<file path="src/hdl/rau_pkg.sv">
// ----------------------------------------------------------------------------
// Rational arithmetic unit package
// Shared widths and constants for the rational arithmetic unit.
// ----------------------------------------------------------------------------
package rau_pkg;

  // Result range: numerator signed NUM_WIDTH bits, denominator below LIMIT
  localparam int NUM_WIDTH = 64;
  localparam logic [63:0] LIMIT = 64'd1 << (NUM_WIDTH - 1);

  // Operand and double-width intermediate widths
  localparam int OW = 64;
  localparam int DW = 2 * OW;

  // Command codes
  localparam logic [3:0] CMD_NORM = 4'd0;
  localparam logic [3:0] CMD_ADD  = 4'd1;
  localparam logic [3:0] CMD_SUB  = 4'd2;
  localparam logic [3:0] CMD_MUL  = 4'd3;
  localparam logic [3:0] CMD_DIV  = 4'd4;
  localparam logic [3:0] CMD_NEG  = 4'd5;
  localparam logic [3:0] CMD_EQ   = 4'd6;
  localparam logic [3:0] CMD_LT   = 4'd7;
  localparam logic [3:0] CMD_REB  = 4'd8;

  // Status codes
  localparam logic [1:0] ST_OK    = 2'd0;
  localparam logic [1:0] ST_OVF   = 2'd1;
  localparam logic [1:0] ST_ZDEN  = 2'd2;
  localparam logic [1:0] ST_INEX  = 2'd3;

endpackage

</file>
<file path="src/hdl/rau_div.sv">
// ----------------------------------------------------------------------------
// Rational arithmetic unit divider
// Restoring 128 / 128 unsigned divider, one quotient bit per cycle.
// ----------------------------------------------------------------------------
module rau_div import rau_pkg::*; (
  input  logic          clk,
  input  logic          rst_n,
  input  logic          start,
  input  logic [DW-1:0] num,
  input  logic [DW-1:0] den,
  output logic          done,
  output logic [DW-1:0] quo,
  output logic [DW-1:0] rem
);

  logic          busy_r;
  logic          done_r;
  logic [6:0]    cnt_r;
  logic [DW-1:0] rr_r;
  logic [DW-1:0] qq_r;
  logic [DW-1:0] dn_r;
  logic [DW:0]   rs;
  logic [DW:0]   diff;
  logic          ge;

  assign rs   = {rr_r, qq_r[DW-1]};
  assign diff = rs - {1'b0, dn_r};
  assign ge   = !diff[DW];

  always_ff @(posedge clk) begin
    if (!rst_n) begin
      busy_r <= 1'b0;
      done_r <= 1'b0;
      cnt_r  <= '0;
    end else begin
      done_r <= busy_r && !start && (cnt_r == 7'd127);
      if (start) begin
        busy_r <= 1'b1;
        cnt_r  <= '0;
        rr_r   <= '0;
        qq_r   <= num;
        dn_r   <= den;
      end else if (busy_r) begin
        // shift in next dividend bit, subtract when it fits
        rr_r  <= ge ? diff[DW-1:0] : rs[DW-1:0];
        qq_r  <= {qq_r[DW-2:0], ge};
        cnt_r <= cnt_r + 7'd1;
        if (cnt_r == 7'd127) begin
          busy_r <= 1'b0;
        end
      end
    end
  end

  assign done = done_r;
  assign quo  = qq_r;
  assign rem  = rr_r;

endmodule
</file>
<file path="config.mk">
export PLATFORM = sky130hd
export DESIGN_NAME = rau_div
export DESIGN_NICKNAME = d
export VERILOG_FILES = /design/src/hdl/rau_pkg.sv /design/src/hdl/rau_div.sv
export SDC_FILE = /design/constraint.sdc
export NUM_CORES = 1
export LEC_CHECK = 0
export BUFFER_PORTS_ARGS = -buffer_cell sky130_fd_sc_hd__buf_2
export CAP_MARGIN = 20
export CORE_ASPECT_RATIO = 1.75
export CORE_UTILIZATION = 38
export CTS_CLUSTER_DIAMETER = 40
export DETAILED_ROUTE_END_ITERATION = 10
export SLEW_MARGIN = 15
export SYNTH_ARGS = -nofsm -noshare
export SYNTH_HDL_FRONTEND = slang
export SYNTH_SLANG_ARGS = --single-unit
</file>
<file path="constraint.sdc">
create_clock -name clk -period 9.2 [get_ports clk]
set_clock_uncertainty 0.05 [all_clocks]
set_input_delay 0.46 -clock clk [delete_from_list [all_inputs] [get_ports clk]]
set_output_delay 0.46 -clock clk [all_outputs]
set_load 0.01 [all_outputs]
</file>
# == Word level (Yosys, flattened, before mapping) ==
# Index checks and enable logic that the tools add are counted.
# word_totals
register_bits,393
output_inout_bits,257
elab_cells,25
input_bits,259
# op_classes
muxes,7
add_sub_neg,2
reduce_logical,8
bitwise,1
eq_ne,1
# ops
cell,count
two-way mux 128 bit,4
subtractor 129 x 128 -> 129 bit,1
"adder 7 x 1 -> 7 bit, second input constant",1
"equality test 7 bit, second input constant",1
AND reduction 2 bit,2
two-way mux 1 bit,3
logical AND 1 bit,2
logical NOT 1 bit,2
nonzero test 2 bit,1
OR reduction 2 bit,1
inverter 1 bit,1

# == Longest topological paths before layout ==
# logic_depth
word_depth,4
ltp_mapped,17
ltp_nobuf,15

# == Worst setup path before layout ==
# OpenSTA, ideal clock, no wires.
# synth_path
path_kind,in2reg
start,in start
end,reg busy_r
required_time_ns,9.067
stages,4
setup_time_ns,0.083
t_arrival_ns,7.309
slack_ns,1.758
path_cell_list,clkbuf_1 clkbuf_1 o21a_1 o31a_1
# synth_between
elab_chain_len,1
# synth_lines
item,line,source
from (decl),rau_div.sv:8,"input logic start,"
two-way mux 1 bit,rau_div.sv:37,if (start) begin
to (signal assigned),rau_div.sv:32,busy_r <= 1'b0;
to (signal assigned),rau_div.sv:38,busy_r <= 1'b1;
to (signal assigned),rau_div.sv:49,busy_r <= 1'b0;
to (decl),rau_div.sv:16,logic busy_r;
# Every way passes these cells.
# A chain may end at the register's enable or synchronous reset.

# == Worst setup path after layout ==
# layout_path
start,"reg rr_r[21], in the netlist rem[21]"
end,"reg rr_r[69], in the netlist rem[69] (data pin)"
# layout_between
elab_chain_len,3
# layout_lines
item,line,source
from (decl),rau_div.sv:19,logic [DW-1:0] rr_r;
from (signal assigned),rau_div.sv:45,rr_r <= ge ? diff[DW-1:0] : rs[DW-1:0];
subtractor 129 x 128 -> 129 bit,rau_div.sv:27,"assign diff = rs - {1'b0, dn_r};"
two-way mux 128 bit,rau_div.sv:45,
two-way mux 128 bit,rau_div.sv:43,end else if (busy_r) begin
# Every way passes these cells. The select of a mux whose other input is x is not followed.

==> out/results.txt <==
critical path endpoint category: register
synthesized area: 24500 um2
status: completed
share of post-route cells with drive strength above 1: 25.7%
initial antenna violation count: 2
total grt overflow: 0
post-CTS setup buffer count: 0
post-synth top area cell: edfxtp_1
Synth area leaders: edfxtp_1, ha_1, mux2_2, a21oi_1, mux2i_1
top post-synthesis cells by count: edfxtp_1, nor2_1, a21oi_1
Worst setup SP type: register
Clk Latency, worst-skew pair: 0.64 ns
Distinct cells, synth: 68
DR pass1 iterations: 5
max cap viols: 0
fin crit share: 57.7%
initial core utilization: 38.6%
Post-Route Setup TNS: 0 ns
CTS Sinks: 393
EDFF count, synth: 384
top-level I/O count: 516
CTS max path bufs: 3
HP Class: input pin to register
Cell Pwr Density: 209 nW/um2
Final ANT Viol Nets: 0
Root Driver: clkbuf_16
nets: 3370
Top Layer Used: met5
crit-path max FO: 52
I/O Buffers: 515
fraction of registers with async set/reset: 0%
synthesized area per cell: 10.4 um2
CTS tree: done
Die X: 194 um
overall die height: 338 um
pin count of the biggest net entering global routing: 162
TritonCTS buffer count: 60
total die area: 65600 um2
register area share after synthesis: 47.8%
Metal-1 WL: 31.6 mm
RSZ-0062 raised after global routing: false
Placer Congestion: 1.02
met3 wire length: 5.51 mm
fillers: 5927
routed wire length: 90.9 mm
slack of the critical path: 3.90 ns
post-synth top area share: 47.0%
Slew Limit Fails: 0
vias per cell: 5.51
critical path arrival: 5.62 ns
critical path required time: 9.51 ns
Global Route Usage Sum: 27.2%
#FFs+latches synth: 393
final setup vio count: 0
Core ar.: 63500 um2
met2 routed WL: 47.6 mm
Area Overhead vs Synth: 26.8%
Rows: 122
CTS Hold Buffers Added: 128
vias in the first global route: 22300
DR WL/cell: 23.7 um
post-place setup slack: 3.94 ns
fmax: 189 MHz
warning count from the yosys run: 0
first-pass GRT wire length: 134 mm
Final min period: 5.30 ns
relative slew slack: 26.3%
H-tree depth reported by CTS: 2
DRC: 0
cts repair resizes: 0
Post-synth top flop: edfxtp_1
Synth Instances: 2365
via count: 21200
Hold Worst Slack: 0.0565 ns
initial drt markers: 1015
most frequent cell after synthesis: edfxtp_1
syn nets: 2754
HPWL after DPL: 71.3 mm
Fin. Hold Viols: 0
Crit Path Category: register to register
Reg clk slew, reported paths: 0.07 ns
Leak Pwr: 12.9 nW
Peak VDD IR: 0.151 mV
measured slew at the worst slew-check pin: 1.10 ns
[final cells by class]
class / instances / area, um2 / share of cell area, %
clock inverters: 47 / 490 / 1.58
multi-input cells: 1696 / 11700 / 37.5
flip-flops and latches: 393 / 11700 / 37.7
inverters: 174 / 653 / 2.10
repair buffers: 656 / 4010 / 12.9
diodes: 1 / 2.50 / 0.00805
clock buffers: 65 / 1560 / 5.02
well taps: 806 / 1010 / 3.24
[per-layer routing]
metal | up-vias | track usage [%]
li1 | 9945 | -
met1 | 10100 | 27.3
met2 | 877 | 51.4
met3 | 246 | 4.99
met4 | 2 | 17.4
met5 | - | 0
[sequential cells by signal, indices dropped and copies added (netlist names)]
signal,cells
cnt_r,7
rem,128
busy_r,1
quo,128
done,1
dn_r,128
[stage by stage]
stage / utilization (%) / cells / cell area, um2 / total power, mW
after floorplan: - / 2365 / 24500 / 3.55
after global placement: 43.7 / 3595 / 27700 / 4.13
after detailed placement: 43.7 / 3596 / 27800 / 4.14
after CTS: 49.0 / 3836 / 31100 / 6.55
after global routing: 49.0 / 3837 / 31100 / 6.78
final: 49.0 / 3838 / 31100 / 6.51
[kinds of logic (layout without fill, tap and decap cells)]
kind of cell,Yosys count,in the layout,share of synthesized area (%)
simple gates,623,623,11.5
compound gates,582,582,14.6
flops,393,393,47.8
buf+inv,276,942,4.74
mux,236,236,10.3
fa+ha+maj,130,130,6.66
xor+xnor,125,125,4.46
other cells,0,1,0
[final timing paths]
kind | start | endpoint | slack [ns] | cells after the start
hold reg to reg | cnt_r[6] | cnt_r[6] | 0.45 | 2
setup reg to reg | rem[21] | rem[69] | 3.90 | 14
setup / recovery | rem[21] | rem[69] | 3.90 | 14
hold / removal | num[0] | quo[0] | 0.06 | 2
[power by group]
| group | switching (mW) | internal [mW] | total, mW |
|---|---|---|---|
| logic | 1.16 | 0.734 | 1.90 |
| registers | 0.108 | 2.16 | 2.27 |
| clock network | 0.985 | 1.36 | 2.34 |
| total | 2.25 | 4.25 | 6.51 |
[critical path, cell delays in order (launching register included)]
cell      delay (ns)
edfxtp_1        0.42
ha_1            0.45
nand4_1         0.27
or4_1           0.67
a211oi_2        0.34
o21a_1          0.20
o21ai_1         0.17
o221a_4         0.37
nor3_2          0.32
o21ai_1         0.17
and3_1          0.24
a211oi_4        0.22
buf_4           0.69
mux2i_1         0.28
nor2_1          0.05
[placed cells by master (no fill, tap or decap), types with 17 or more instances in the layout]
cell type      instances
xnor2_1               73
o21ai_0              128
buf_2                514
clkbuf_16             61
mux2i_1              109
ha_1                 129
nand3_1               17
nor3_1                27
a21oi_1              224
nand4_1               74
xor2_1                52
inv_1                174
a21o_1                48
edfxtp_1             384
o21a_1                26
mux2_2               127
nand2_1              188
o21bai_1              40
dlygate4sd3_1        128
nor2_1               233
Power figures use the tool's default switching activity.
