## src/hdl/rau_pkg.sv

```systemverilog
// ----------------------------------------------------------------------------
// Rational arithmetic unit package
// Shared widths and constants for the rational arithmetic unit.
// ----------------------------------------------------------------------------
package rau_pkg;

  // Result range: numerator signed NUM_WIDTH bits, denominator below LIMIT
  localparam int NUM_WIDTH = 64;
  localparam logic [63:0] LIMIT = 64'd1 << (NUM_WIDTH - 1);

  // Operand and double-width intermediate widths
  localparam int OW = 64;
  localparam int DW = 2 * OW;

  // Command codes
  localparam logic [3:0] CMD_NORM = 4'd0;
  localparam logic [3:0] CMD_ADD  = 4'd1;
  localparam logic [3:0] CMD_SUB  = 4'd2;
  localparam logic [3:0] CMD_MUL  = 4'd3;
  localparam logic [3:0] CMD_DIV  = 4'd4;
  localparam logic [3:0] CMD_NEG  = 4'd5;
  localparam logic [3:0] CMD_EQ   = 4'd6;
  localparam logic [3:0] CMD_LT   = 4'd7;
  localparam logic [3:0] CMD_REB  = 4'd8;

  // Status codes
  localparam logic [1:0] ST_OK    = 2'd0;
  localparam logic [1:0] ST_OVF   = 2'd1;
  localparam logic [1:0] ST_ZDEN  = 2'd2;
  localparam logic [1:0] ST_INEX  = 2'd3;

endpackage

```

## src/hdl/rau_mul.sv

```systemverilog
// ----------------------------------------------------------------------------
// Rational arithmetic unit multiplier
// 64 x 64 unsigned multiply over four 32 x 32 partial products.
// ----------------------------------------------------------------------------
module rau_mul import rau_pkg::*; (
  input  logic          clk,
  input  logic          rst_n,
  input  logic          start,
  input  logic [OW-1:0] a,
  input  logic [OW-1:0] b,
  output logic          done,
  output logic [DW-1:0] prod
);

  logic          busy_r;
  logic          ppv_r;
  logic          done_r;
  logic [2:0]    cnt_r;
  logic [1:0]    sh_r;
  logic [OW-1:0] pp_r;
  logic [DW-1:0] acc_r;
  logic [31:0]   ai;
  logic [31:0]   bi;
  logic [DW-1:0] pp_shift;

  assign ai = cnt_r[0] ? a[63:32] : a[31:0];
  assign bi = cnt_r[1] ? b[63:32] : b[31:0];
  assign pp_shift = {{(DW-OW){1'b0}}, pp_r} << {sh_r, 5'b0};

  always_ff @(posedge clk) begin
    if (!rst_n) begin
      busy_r <= 1'b0;
      ppv_r  <= 1'b0;
      done_r <= 1'b0;
      cnt_r  <= '0;
    end else begin
      done_r <= busy_r && !start && (cnt_r == 3'd4);
      if (start) begin
        busy_r <= 1'b1;
        ppv_r  <= 1'b0;
        cnt_r  <= '0;
        acc_r  <= '0;
      end else if (busy_r) begin
        // form one partial product, add the previous one
        if (cnt_r != 3'd4) begin
          pp_r  <= ai * bi;
          sh_r  <= {1'b0, cnt_r[0]} + {1'b0, cnt_r[1]};
          ppv_r <= 1'b1;
          cnt_r <= cnt_r + 3'd1;
        end else begin
          ppv_r  <= 1'b0;
          busy_r <= 1'b0;
        end
        if (ppv_r) begin
          acc_r <= acc_r + pp_shift;
        end
      end
    end
  end

  assign done = done_r;
  assign prod = acc_r;

endmodule

```

## config.mk

```make
export PLATFORM = sky130hd
export DESIGN_NAME = rau_mul
export DESIGN_NICKNAME = d
export VERILOG_FILES = /design/src/hdl/rau_pkg.sv /design/src/hdl/rau_mul.sv
export SDC_FILE = /design/constraint.sdc
export NUM_CORES = 2
export LEC_CHECK = 0
export ABC_CLOCK_PERIOD_IN_PS = 10000
export BUFFER_PORTS_ARGS = -buffer_cell sky130_fd_sc_hd__buf_2
export CAP_MARGIN = 20
export CORE_UTILIZATION = 40
export DETAILED_ROUTE_END_ITERATION = 12
export PLACE_DENSITY = 0.66
export SYNTH_ARGS = -nofsm -noshare
export SYNTH_HDL_FRONTEND = slang
export SYNTH_SLANG_ARGS = --single-unit
```

## constraint.sdc

```tcl
create_clock -name clk -period 10 [get_ports clk]
set_input_delay 2 -clock clk [delete_from_list [all_inputs] [get_ports clk]]
set_output_delay 2 -clock clk [all_outputs]
set_load 0.02 [all_outputs]
```

# Word-level counts from Yosys, hierarchy flattened

Cells that the tools add are included.

Add/subtract/negate cells: 3
Multiply operators: 1
Equal/unequal tests: 2
Shift-type cells: 1
Muxes and demuxes: 7
Bitwise gates (word level): 2
Reductions and logical operators: 9

Operators with widths:

| operator                                     | count |
|---|---|
| two-way mux 128 bit                          | 2 |
| adder 128 bit                                | 1 |
| left shift 64 x 7 -> 128 bit                 | 1 |
| multiplier 32 x 32 -> 64 bit                 | 1 |
| two-way mux 32 bit                           | 2 |
| AND reduction 4 bit                          | 1 |
| nonzero test 2 bit                           | 2 |
| adder 3 x 1 -> 3 bit (second input constant) | 1 |
| equality test 3 bit (second input constant)  | 1 |
| two-way mux 1 bit                            | 3 |
| != test 3 bit (second input constant)        | 1 |
| AND reduction 3 bit                          | 1 |
| adder 1 x 1 -> 2 bit                         | 1 |
| logical AND 1 bit                            | 2 |
| NOT 1 bit                                    | 2 |
| AND reduction 2 bit                          | 1 |
| OR reduction 2 bit                           | 1 |
| zero test 1 bit                              | 1 |

Flip-flop bits (word level): 200
Input bits: 131
Output and inout bits: 129
Word-level logic and storage cells: 32

# Depth between registers and ports, before layout

Word-level depth: 4
Mapped depth: 35
Depth with buffers taken out: 30

# Worst setup path after synthesis

OpenSTA, ideal clock, no wires.

Kind: input-to-reg
Start point: input a[48]
End point: register pp_r[61], data pin
Library setup time: 0.262 ns
Data arrival time: 9.538 ns
Required time: 9.738 ns
Slack: 0.201 ns
Stages on the path: 30
Buffers on the path: 2
Cells stage by stage: mux2i_1 > clkbuf_1 > nor2_1 > fa_1 > inv_1 > fa_1 > fa_1 > fa_1 > inv_1 > fa_1 > inv_1 > fa_1 > inv_1 > fa_1 > inv_1 > fa_1 > inv_1 > ha_1 > clkbuf_1 > nand4_1 > nor3_1 > nand3_1 > o21a_1 > a21oi_1 > o211ai_1 > o31a_1 > o31ai_1 > a221oi_1 > o21ai_1 > xor2_1

Word-level cells in the longest chain between the ends: 2

RTL lines:

| what                         | line          | source |
|---|---|---|
| from (decl)                  | rau_mul.sv:9  | `input logic [OW-1:0] a,` |
| two-way mux 32 bit           | rau_mul.sv:26 | `assign ai = cnt_r[0] ? a[63:32] : a[31:0];` |
| multiplier 32 x 32 -> 64 bit | rau_mul.sv:46 | `pp_r <= ai * bi;` |
| to (signal assigned)         | rau_mul.sv:46 |  |
| to (decl)                    | rau_mul.sv:20 | `logic [OW-1:0] pp_r;` |

Every way passes these cells.
A chain may end at the register's enable or synchronous reset.

# Worst setup path in the final report

Start point: input a[24]
End point: register pp_r[56], data pin

Same word-level chain as after synthesis.

==> flow_summary.yaml <==
run:
  drv_cap: 0
cells_and_area:
  sequential_cell_area_um2: 5950
  finalNetCount: 7465
  finalInstanceArea_um2: 55900
  drive_gt1_share_pct: 13.1
  multi_input_area_um2: 39100
  fill_cells: 12088
  fin_cells: 7684
  area_growth_pct: 12.8
global_route:
  antenna_found_initial: 3
  grt_overflow: 0
  grt.total_usage_pct: 29.8
  grt_first_pass_wirelength_um: 277000
  grt_max_degree: 67
  grt_pass1_vias: 43868
cts:
  ctsLongestPathBuffers: 2
  clock_latency_ps: 480
  cts_tree: "done"
  cts_root_buf: "clkbuf_16"
  cts_htree_levels: 4
  cts_sinks: 200
  cts_buffers: 17
  hold_buffers: 0
  path_clk_slew_ps: 80
timing:
  rsz0062_at_grt: "no"
  finalSetupTns_ps: 0
  finalClockSkew_ps: 13.5
  setup_violations: 0
  worstMarginPinSlew_ps: 935
  max_slew_margin_pct: 35.9
  period_share_pct: 97.6
  final_hold_viol_count: 0
  slew_violations: 0
  finalCriticalPeriod_ps: 9760
  timing.fmax_mhz: 103
worst_setup_path:
  slowest_stage: "fa_1"
  worstRegToRegCells: 28
  cp-end-kind: "flop"
  criticalPathCategory: "input port to flop"
  slowest_delay_ps: 560
  required_ps: 10230
  start_kind: "input port"
  crit_fanout: 6
  cpMostUsedCell: "fa_1"
  arrival_ps: 9990
logic_synthesis:
  ys_types: 84
  netlist.area_leader.share_pct: 36.2
  synth_warnings: 0
  async_flop_share_pct: 0
  syn_area_um2: 49600
  ys_seq_area_share_pct: 12.0
  yosys-top-cells-area: "fa_1 (36%), edfxtp_1 (12%), ha_1 (9.9%), inv_1 (7.2%), nor2_1 (6.6%)"
  synth_ff_type: "edfxtp_1"
  syn_nets: 7128
  yosys.area.top_type: "fa_1"
  ys_ff_latch: 200
  synth-edff-count: 194
  netlist_instances: 5708
  syn_avg_cell_area_um2: 8.68
detailed_routing:
  viasPerCell: 5.55
  drtIter0Drc: 4097
  vias: 42635
  routed_wl_um: 187000
  drc: 0
  avgRoutedWirePerCell_um: 24.4
  postRouteAntennaNets: 0
  drtPass1Iterations: 6
min_path:
  whs_path_depth: 2
  hp-class: "flop to flop"
floorplan:
  fp.dieW_um: 354
  fp.dieH_um: 354
  ioPinCount: 260
  row_count: 128
  initial_utilization_pct: 40.5
  core_um2: 122000
  dieArea_um2: 125000
placed_design:
  io_buffers: 259
  gp_congestion: 1.02
  dp_hpwl_um: 160000
  placed_cells: 7648
  placed_cell_area_um2: 55300
run_status:
  status: "complete, no violations"
## placed cells by master (no fill, tap or decap), types with 57 or more instances in the layout
cell,n
a21o_1,92
fa_1,897
nand4_1,86
edfxtp_1,194
xor2_1,59
nor2_1,869
buf_2,258
inv_1,954
nor2b_1,57
mux2_2,64
o21ai_0,146
buf_4,301
nand2_1,636
xnor2_1,103
a21oi_1,264
ha_1,391
## flip-flops by register name (all words and copies together) (netlist names)
register / cells
ppv_r: 1
pp_r: 64
cnt_r: 3
busy_r: 1
sh_r: 2
done: 1
prod: 128
## routing by layer
metal | share of wire (%) | vias up | global-route usage (%)
met4 | 6.1 | 0 | 15.1
met3 | 10 | 486 | 6.80
met2 | 45 | 2301 | 47.8
met5 | 0 | - | 0
met1 | 39 | 21065 | 37.7
li1 | - | 18783 | -
## logic make-up after synthesis
| logic type | share of synthesized area (%) |
|---|---|
| compound gates | 10.1 |
| xor+xnor | 2.86 |
| fa+ha+maj | 46.1 |
| buf+inv | 9.55 |
| flops | 12.0 |
| mux | 3.69 |
| simple gates | 15.7 |
## metrics by stage
step                      hold slack [ps]  worst slack (ps)  utilization [%]
final                                 516               244             45.7
after floorplan                       463               201                -
after CTS                             514               101             45.6
after detailed placement              498              -528             45.2
after global placement                486              -454             45.2
after global routing                  557              21.9             45.7
## worst max-delay path: cells and delay by family
| kind | cells | cell delay [ps] |
|---|---|---|
| mux | 1 | 250 |
| buf+inv | 8 | 930 |
| compound gates | 6 | 960 |
| fa+ha+maj | 9 | 4360 |
| simple gates | 5 | 1370 |
| xor+xnor | 1 | 140 |
## cell usage after synthesis (21+ instances only)
| cell | instances |
|---|---|
| nand2_1 | 636 |
| clkbuf_1 | 262 |
| edfxtp_1 | 194 |
| mux2_2 | 64 |
| mux2i_1 | 97 |
| nand4_1 | 86 |
| ha_1 | 392 |
| nor3_1 | 52 |
| xor2_1 | 59 |
| xnor2_1 | 103 |
| nor2b_1 | 60 |
| fa_1 | 897 |
| and2_1 | 37 |
| a21oi_1 | 264 |
| o21ai_0 | 147 |
| o21bai_1 | 55 |
| a21o_1 | 92 |
| o21a_1 | 28 |
| nor2_1 | 870 |
| a31oi_1 | 21 |
| a22o_1 | 32 |
| inv_1 | 954 |
| nand3_1 | 33 |
## layout make-up
type                    instances  share of cell area [%]
multi-input cells            4256                    69.9
flip-flops and latches        200                    10.7
repair buffers                616                    8.38
inverters                     954                    6.41
well taps                    1625                    3.64
clock buffers                  19                   0.775
clock inverters                13                   0.195
diodes                          1                 0.00448
## path summary, 6_finish.rpt
path | slack [ps] | startpoint | to
setup / recovery | 240 | a[24] | pp_r[56]
hold / removal | 520 | cnt_r[2] | done
setup reg to reg | 740 | cnt_r[1] | pp_r[56]
hold reg to reg | 520 | cnt_r[2] | done
## what timing repair did
action                                 in CTS  in global routing
setup endpoints to repair                   2                  5
endpoints found under the hold margin       0                  0
gates resized for setup                     1                  6
pin swaps                                   0                  0
buffers inserted                            0                  0
Power is left out: the tool's default activity adds up to more than one toggle a clock period on the data nets, which glitch-free logic cannot reach.
